===== src/ffts_pkg.sv =====
// Shared types and constants for the two-stack FIFO.
// Used by the controller, the datapath and the top level; no dependencies.
package ffts_pkg;

   localparam int STACK_DEPTH_DEFAULT = 128;
   localparam int DATA_W              = 32;

   typedef enum logic {
      OP_ENQUEUE = 1'b0,
      OP_DEQUEUE = 1'b1
   } opcode_type;

   typedef enum logic [1:0] {
      ST_OK    = 2'd0,
      ST_FULL  = 2'd1,
      ST_EMPTY = 2'd2
   } status_type;

   typedef enum logic [1:0] {
      S_IDLE,
      S_EXEC,
      S_MOVE,
      S_RESP
   } state_type;

   // Controller to datapath.
   typedef struct packed {
      logic       take;
      logic       push;
      logic       pop;
      logic       move_start;
      logic       set_pend;
      status_type pend_status;
      logic       load_rsp;
   } cmd_type;

   // Datapath to controller.
   typedef struct packed {
      opcode_type op;
      logic       in_full;
      logic       in_empty;
      logic       out_empty;
      logic       mv_done;
      logic       out_free;
   } stat_type;

endpackage


===== src/ffts_ctrl.sv =====
// Request sequencer for the two-stack FIFO.
// Depends on ffts_pkg; drives the datapath through cmd_type, reads stat_type.
module ffts_ctrl
   import ffts_pkg::*;
(
   input  logic       clock,
   input  logic       reset,
   input  logic       req_tvalid,
   output logic       req_tready,
   input  opcode_type req_op,
   input  stat_type   st,
   output cmd_type    cmd
);

   state_type  state_ff;
   state_type  state_in;
   opcode_type op;
   logic       decide;

   always_ff @(posedge clock) begin
      if (reset) begin
         state_ff <= S_IDLE;
      end else begin
         state_ff <= state_in;
      end
   end

   always_comb begin
      state_in        = state_ff;
      cmd             = '0;
      cmd.pend_status = ST_OK;
      req_tready      = (state_ff == S_IDLE);
      op              = (state_ff == S_IDLE) ? req_op : st.op;
      decide          = 1'b0;

      case (state_ff)
         S_IDLE: begin
            if (req_tvalid) begin
               cmd.take = 1'b1;
               decide   = 1'b1;
            end
         end
         S_EXEC: begin
            decide = 1'b1;
         end
         S_MOVE: begin
            // come back and retry the held request once the stacks are swapped
            if (st.mv_done) begin
               state_in = S_EXEC;
            end
         end
         S_RESP: begin
            if (st.out_free) begin
               cmd.load_rsp = 1'b1;
               state_in     = S_IDLE;
            end
         end
         default: begin
            state_in = S_IDLE;
         end
      endcase

      if (decide) begin
         if (op == OP_ENQUEUE) begin
            if (!st.in_full) begin
               cmd.push     = 1'b1;
               cmd.set_pend = 1'b1;
               state_in     = S_RESP;
            end else if (st.out_empty) begin
               cmd.move_start = 1'b1;
               state_in       = S_MOVE;
            end else begin
               cmd.set_pend    = 1'b1;
               cmd.pend_status = ST_FULL;
               state_in        = S_RESP;
            end
         end else begin
            if (!st.out_empty) begin
               cmd.pop      = 1'b1;
               cmd.set_pend = 1'b1;
               state_in     = S_RESP;
            end else if (!st.in_empty) begin
               cmd.move_start = 1'b1;
               state_in       = S_MOVE;
            end else begin
               cmd.set_pend    = 1'b1;
               cmd.pend_status = ST_EMPTY;
               state_in        = S_RESP;
            end
         end
      end
   end

endmodule


===== config.mk =====
export PLATFORM = sky130hd
export DESIGN_NAME = ffts_ctrl
export DESIGN_NICKNAME = d
export VERILOG_FILES = /design/src/ffts_pkg.sv /design/src/ffts_ctrl.sv
export SDC_FILE = /design/constraint.sdc
export NUM_CORES = 1
export LEC_CHECK = 0
export ABC_AREA = 1
export BUFFER_PORTS_ARGS = -buffer_cell sky130_fd_sc_hd__buf_2
export CAP_MARGIN = 20
export CORE_AREA = 10 10 47 49
export DETAILED_ROUTE_END_ITERATION = 10
export DIE_AREA = 0 0 57 59
export GPL_ROUTABILITY_DRIVEN = 0
export PLACE_DENSITY_LB_ADDON = 0.08
export RECOVER_POWER = 100
export SYNTH_ARGS = -nofsm -noshare
export SYNTH_HDL_FRONTEND = slang
export SYNTH_SLANG_ARGS = --single-unit

===== constraint.sdc =====
create_clock -name clock -period 1.25 [get_ports clock]
set_input_delay 0.0625 -clock clock [delete_from_list [all_inputs] [get_ports clock]]
set_output_delay 0.0625 -clock clock [all_outputs]
set_load 0.005 [all_outputs]

==> results.md, run 1 <==
* Net Sw Frac at a little over two fifths
* Ranking of synthesized cells by area: nand2_1 22%, dfxtp_1 16%, inv_1 15%
* GR Util All Layers at under 10%
* Commonest non-fill, non-tap cells in the layout: 17 x buf_2, 11 x nand2_1, 8 x inv_1
* Final cell count without fillers at 84
* Final net count at 80
* Synthesized instance count at between 40 and 50
* Library cells used by synthesis at 14
* Fill cells at approximately 180
* DP Cell Count at 78
* Gate power share at between 50% and 60%
* Post-synthesis sequential area ratio at 16.49%
* Worst setup path startpoint: state_ff[1]
* PnR worst setup slack at -0.0002288 ns
* Clock power frac at between 20% and 30%
* Worst Setup EP: cmd[6]
* Leak Pwr at about 0.27 nW
* Max_slew headroom at 83.65%
* Sw power at about 240 uW
* FF-to-FF Start: state_ff[0]
* Setup CP Type: flop to primary output
* # clock sinks at 2
* Final Setup Violations at 1
* #FFs+latches synth at 2
* Path depth of the worst reg2reg path at 6
* CTS Hold Bufs at 0
* Max-slew violation count at 0
* Slew @ Worst Pin at 0.2443 ns
* Global route overflow at 0
* Largest net degree at the start of global routing at 8
* Most common cell after layout, fill and taps aside: buf_2
* First-pass GRT wire length at 1469 microns
* Number of stages on the worst setup path at 5
* Worst hold path type: primary input to flop
* DRC at 0
* Startpoint Class: flop
* HP Start: reset
* R2r endpoint: state_ff[0]
* Tmin final at between 1 and 1.5 ns
* Yosys top cell by area: nand2_1
* Site row count at 14
* Share of cells above drive strength 1 at about three fifths
* Post-Route WL at 964 microns
* Avg Cell Area, Syn at between 5 and 6 sq um
* Core Area at 0.001401 sq mm
* Worst-path clk slew at 0.03 ns
* Biggest regs: state_ff: 2 flops
* Setup crit end kind: primary output
* Worst-Skew Late Latency at about 0.22 ns
* Die H at 59 microns
* Post-route cell area at roughly 470 sq um
* IO buf count at 18
* Power per cell area at around 1200 mW/mm^2
* Vias at between 300 and 400
* RSZ-0062 raised after global routing: yes
* Clk buf depth at 2
* Area Growth Syn to Fin at 91.75%
* Period Utilization, post-route at 100.0%
* Post-DP Area at approximately 350 sq um
* Largest Register: state_ff
* Worst path slowest cell: dfxtp_4
* Depth of the CTS H-tree at 1
* Initial antenna violation count at 0
* Status: finished with violations
* Crit-path leading delay family: flip-flops
* Internal at roughly 330 uW
* Power consumption at 575.0 uW
* Pre-CTS WS at ~0.11 ns
* Number of I/O pins at 19
* Drt pass-1 iters at 1
* Die Width at about 57 microns
* Register Area at ~48 sq um
* Initial Utilization at around 17%
* Critical-path maximum fanout at 7
* Crit-path max cell delay at 0.36 ns
* Clock Root Buffer: clkbuf_4
* Via count of the first global-routing pass at 373
* Total Die Area at around 0.0034 sq mm
* Violated checks: negative setup slack
* Syn_nets at 54
* Number of vias per cell at approximately 4.2
* Sequential share of power at a little under a fifth
* Top-area cell type share of the netlist area at 21.65%
* Max Freq at between 700 and 800 MHz
* Mapped Area at 242.7 sq um
* Cell Chain, Critical Path: inv_4, o21ai_4, buf_4, a211oi_2, buf_2
* Final HPWL from detailed placement at around 750 microns
* Multi-input logic area at between 200 and 250 sq um
* Worst endpoint required time at 1.19 ns
* Buffers and inverters on the worst path at 3
* R2R Setup Slk at roughly 0.14 ns
* Max_cap viols at 0
* Peak supply drop at around 0.00048 V
* CTS tree: done
* Largest register FFs at 2
* Drt wl/cell at 11.48 microns
* Yosys warns at 0
* Initial drt markers at 0
* # diodes at 0
* Hold Vio Cnt, Final at 0
* Arrival @ worst endpoint at around 1.2 ns
* Final setup skew at around 0.0036 ns
* Routed Antenna Nets at 0
* TritonCTS Buffers at 3
==> cells by family (layout without fill, tap and decap cells) <==
family,count (synthesis),after routing,synth area share (%)
AND/OR/NAND/NOR,24,24,44.85
buffers and inverters,10,34,15.47
AO/OA/AOI/OAI,8,8,23.20
flip-flops,2,2,16.50
==> cells in the mapped netlist <==
cell type,number
a21oi_2,1
o21ai_2,2
a21oi_1,2
nand3_2,2
nand2_1,14
a211oi_1,1
nor4_1,1
inv_1,10
o21ai_0,1
a21boi_0,1
nand3_1,1
nand2_2,1
nor2_1,5
dfxtp_1,2
==> worst reg2reg max path, cell delays in order, from the launching register on <==
cell and delay, ns:
dfxtp_4 0.36, buf_4 0.14, o21ai_1 0.16, nand2_1 0.07, o21ai_1 0.10, nand2_1 0.08, a21oi_2 0.12
==> area by class of cell <==
type / count / area share [%]
Inverter: 10 / 8.602
Tap cell: 16 / 4.301
Sequential cell: 2 / 10.22
Clock buffer: 3 / 4.839
Multi-Input combinational cell: 32 / 48.12
Timing Repair Buffer: 21 / 23.92
==> repair_timing <==
action | 4_1_cts | 5_1_grt
hold endpoints to repair | 0 | 0
pin swaps | 0 | 3
setup buffers | 1 | 2
gates resized for setup | 15 | 7
setup endpoints to repair | 6 | 7
==> power groups by stage <==
stage | combinational, mW | sequential [mW] | clock (mW)
6_report | 0.325 | 0.110 | 0.139
3_5_place_dp | 0.233 | 0.0969 | 0
4_1_cts | 0.283 | 0.110 | 0.149
3_3_place_gp | 0.235 | 0.0959 | 0
2_1_floorplan | 0.148 | 0.0914 | 0
5_1_grt | 0.365 | 0.114 | 0.159
==> how the worst min path moves through the flow <==
stage / end / slack [ns] / depth (start not counted)
finish: state_ff[0] / 0.01 / 2
global route: state_ff[0] / 0.003 / 2
CTS: state_ff[0] / 0.0003 / 2
detailed placement: state_ff[0] / 0.24 / 2
global placement: state_ff[0] / 0.25 / 2
floorplan: state_ff[0] / 0.12 / 1
==> routing by layer <==
layer  global-route usage (%)  part of all wire [%]  vias up
met2                    9.147                    49       17
met5                        0                     0        -
met4                    1.007                   1.1        0
met3                    4.077                    10        2
li1                         -                     -      185
met1                    4.881                    39      151
==> through the flow <==
| stage | hold WS, ns | setup TNS (ns) | util (%) |
|---|---|---|---|
| after floorplan | 0.1249 | 0 | - |
| after global placement | 0.2464 | 0 | 25.18 |
| after detailed placement | 0.2450 | 0 | 25.18 |
| after CTS | 0.0003490 | -0.04568 | 30.71 |
| after global routing | 0.002705 | -0.3509 | 33.21 |
| final | 0.009928 | -0.0002288 | 33.21 |
No activity file was read; power rests on OpenSTA's default activity.
==> inputs of run 2 (changes only) <==
--- a/config.mk
+++ b/config.mk
@@ -7,13 +7,14 @@
 export LEC_CHECK = 0
 export ABC_AREA = 1
 export BUFFER_PORTS_ARGS = -buffer_cell sky130_fd_sc_hd__buf_2
-export CAP_MARGIN = 20
+export CAP_MARGIN = 25
 export CORE_AREA = 10 10 47 49
 export DETAILED_ROUTE_END_ITERATION = 10
 export DIE_AREA = 0 0 57 59
 export GPL_ROUTABILITY_DRIVEN = 0
 export PLACE_DENSITY_LB_ADDON = 0.08
 export RECOVER_POWER = 100
+export SKIP_CTS_REPAIR_TIMING = 1
 export SYNTH_ARGS = -nofsm -noshare
 export SYNTH_HDL_FRONTEND = slang
 export SYNTH_SLANG_ARGS = --single-unit
==> constraint.sdc (replaced) <==
create_clock -name clock -period 1.25 [get_ports clock]
set_input_delay 0.0625 -clock clock [delete_from_list [all_inputs] [get_ports clock]]
set_output_delay 0.0625 -clock clock [all_outputs]
set_load 0.05 [all_outputs]
==> run 2 against run 1 <==
  * The flow still finishes with violations (negative setup slack)
  * Highest routed layer is now met3
  * Flip-flop and latch count did not move
  * Critical path type unchanged
  * Combinational power rose by 120%
  * Final area grew 44%
  * Largest cell class unchanged
  * Register-to-register slack got worse by 0.11 ns
  * Critical path depth grew 2
  * Final cell count grew 7.1%
  * Clock power is essentially flat
  * Count of clock-buffer cells in the layout unchanged
  * Clock skew rose by 0.0028 ns
  * Setup slack worse by 0.12 ns
  * First-iteration DRC count is the same
==> results.md, run 2 (same netlist as run 1, synthesis figures left out) <==
* IO buf count at 18
* GR Util All Layers at 5.532%
* Depth of the CTS H-tree at 1
* Die H at 59 microns
* First-pass GRT wire length at roughly 1500 microns
* Status: finished with violations
* Number of I/O pins at 19
* Peak supply drop at ~0.00074 V
* Site row count at 14
* Total Die Area at between 0.003 and 0.004 sq mm
* Tmin final at 1.366 ns
* Die Width at approximately 57 microns
* Max_cap viols at 0
* Clk buf depth at 2
* Max Freq at ~730 MHz
* Critical-path maximum fanout at 4
* Routed Antenna Nets at 0
* Core Area at ~0.0014 sq mm
* Commonest non-fill, non-tap cells in the layout: 10 x buf_2, 7 x buf_6, 7 x buf_4
* Setup crit end kind: primary output
* Final core occ at between 40% and 50%
* # diodes at 0
* Final Setup Violations at 6
* Via count of the first global-routing pass at a little under 400
* Final net count at 86
* Pre-CTS WS at -0.08052 ns
* Setup CP Type: flop to primary output
* Share of cells above drive strength 1 at roughly four fifths
* Largest net degree at the start of global routing at 8
* Area Growth Syn to Fin at 175.8%
* Largest register FFs at 2
* Crit-path max cell delay at approximately 0.32 ns
* Biggest regs: state_ff: 2 flops
* Clock Root Buffer: clkbuf_4
* Final HPWL from detailed placement at approximately 800 microns
* Post-route cell area at about 670 sq um
* TritonCTS Buffers at 3
* Largest Register: state_ff
* Slew @ Worst Pin at between 0.2 and 0.25 ns
* Initial Utilization at 17.32%
* Initial drt markers at 0
* Leak Pwr at roughly 0.32 nW
* Number of vias per cell at 4.111
* Drt wl/cell at approximately 11 microns
* Post-Route WL at 966 microns
* Global route overflow at 0
* Final setup skew at roughly 0.0064 ns
* Worst path slowest cell: dfxtp_2
* # clock sinks at 2
* Vias at 370
* PnR worst setup slack at -0.1155 ns
* Power per cell area at about 1400 mW/mm^2
* Arrival @ worst endpoint at roughly 1.3 ns
* DRC at 0
* Initial antenna violation count at 0
* Total Neg Setup Slack at -0.5749 ns
* Violated checks: negative setup slack
* Worst-path clk slew at roughly 0.03 ns
* Max-slew violation count at 0
* Post-DP Area at a little under 500 sq um
* Max_slew headroom at 84.14%
* Startpoint Class: flop
* Power consumption at roughly 950 uW
* Most common cell after layout, fill and taps aside: buf_2
* Worst endpoint required time at approximately 1.2 ns
* CTS tree: done
* Worst-Skew Late Latency at ~0.22 ns
* Period Utilization, post-route at 109.2%
* Cell mode on critical path: nand2_4
* RSZ-0062 raised after global routing: yes
* Drt pass-1 iters at 1
* Hold Vio Cnt, Final at 0
* Cell Chain, Critical Path: buf_6, nor2_4, nand2_4, nand2_4, nand2_4, nor2_4, buf_8
* Worst hold path type: primary input to flop
[run 2: cell count changes in the layout (fill, tap and decap cells not counted), moves of 2 or more]
| cell | before | now |
|---|---|---|
| nor2_4 | 1 | 3 |
| nand3_4 | 0 | 3 |
| o21ai_1 | 2 | 0 |
| buf_4 | 3 | 7 |
| buf_8 | 0 | 3 |
| inv_1 | 8 | 6 |
| nand2_2 | 0 | 3 |
| nor2_1 | 4 | 1 |
| nand2_1 | 11 | 6 |
| inv_2 | 1 | 3 |
| nand2_4 | 4 | 6 |
| buf_6 | 0 | 7 |
| nand3_2 | 3 | 0 |
| buf_2 | 17 | 10 |
[run 2: stage by stage]
step                      hold WS (ns)  std cells
after CTS                     0.008215         88
after detailed placement        0.2410         85
after global routing          0.005266         90
final                          0.01540         90
after global placement          0.2419         85
after floorplan                 0.1176         44
[run 2: final timing paths]
kind                             startpoint          end  slack (ns)  depth (start not counted)
worst max-delay path            state_ff[1]       cmd[1]       -0.12                          7
worst min-delay path                  reset  state_ff[0]        0.02                          2
worst max register to register  state_ff[1]  state_ff[0]        0.03                          8
worst min register to register  state_ff[1]  state_ff[1]        0.59                          3
[run 2: power breakdown]
part           total (mW)  switching (mW)  internal (mW)
clock network       0.141          0.0355          0.106
logic               0.711           0.423          0.289
registers           0.101          0.0191         0.0817
[run 2: routing by layer]
layer	wire length, microns	vias up	track usage, %
li1	-	197	-
met5	0	-	0
met4	0	0	2.013
met2	476	11	8.837
met3	26	0	2.361
met1	463	162	6.413
[run 2: final cells by class]
cell class | instances | area (sq um)
Tap cell | 16 | 20.02
Sequential cell | 2 | 45.04
Multi-Input combinational cell | 32 | 314.1
Fill cell | 155 | 732.0
Inverter | 10 | 41.29
Clock buffer | 3 | 22.52
Timing Repair Buffer | 27 | 226.5
[run 2: worst max-delay path, delay by kind of cell (launching register included)]
kind | cells | cell delay [ns]
buffers and inverters | 2 | 0.27
and+or+nand+nor | 5 | 0.49
DFF | 1 | 0.32
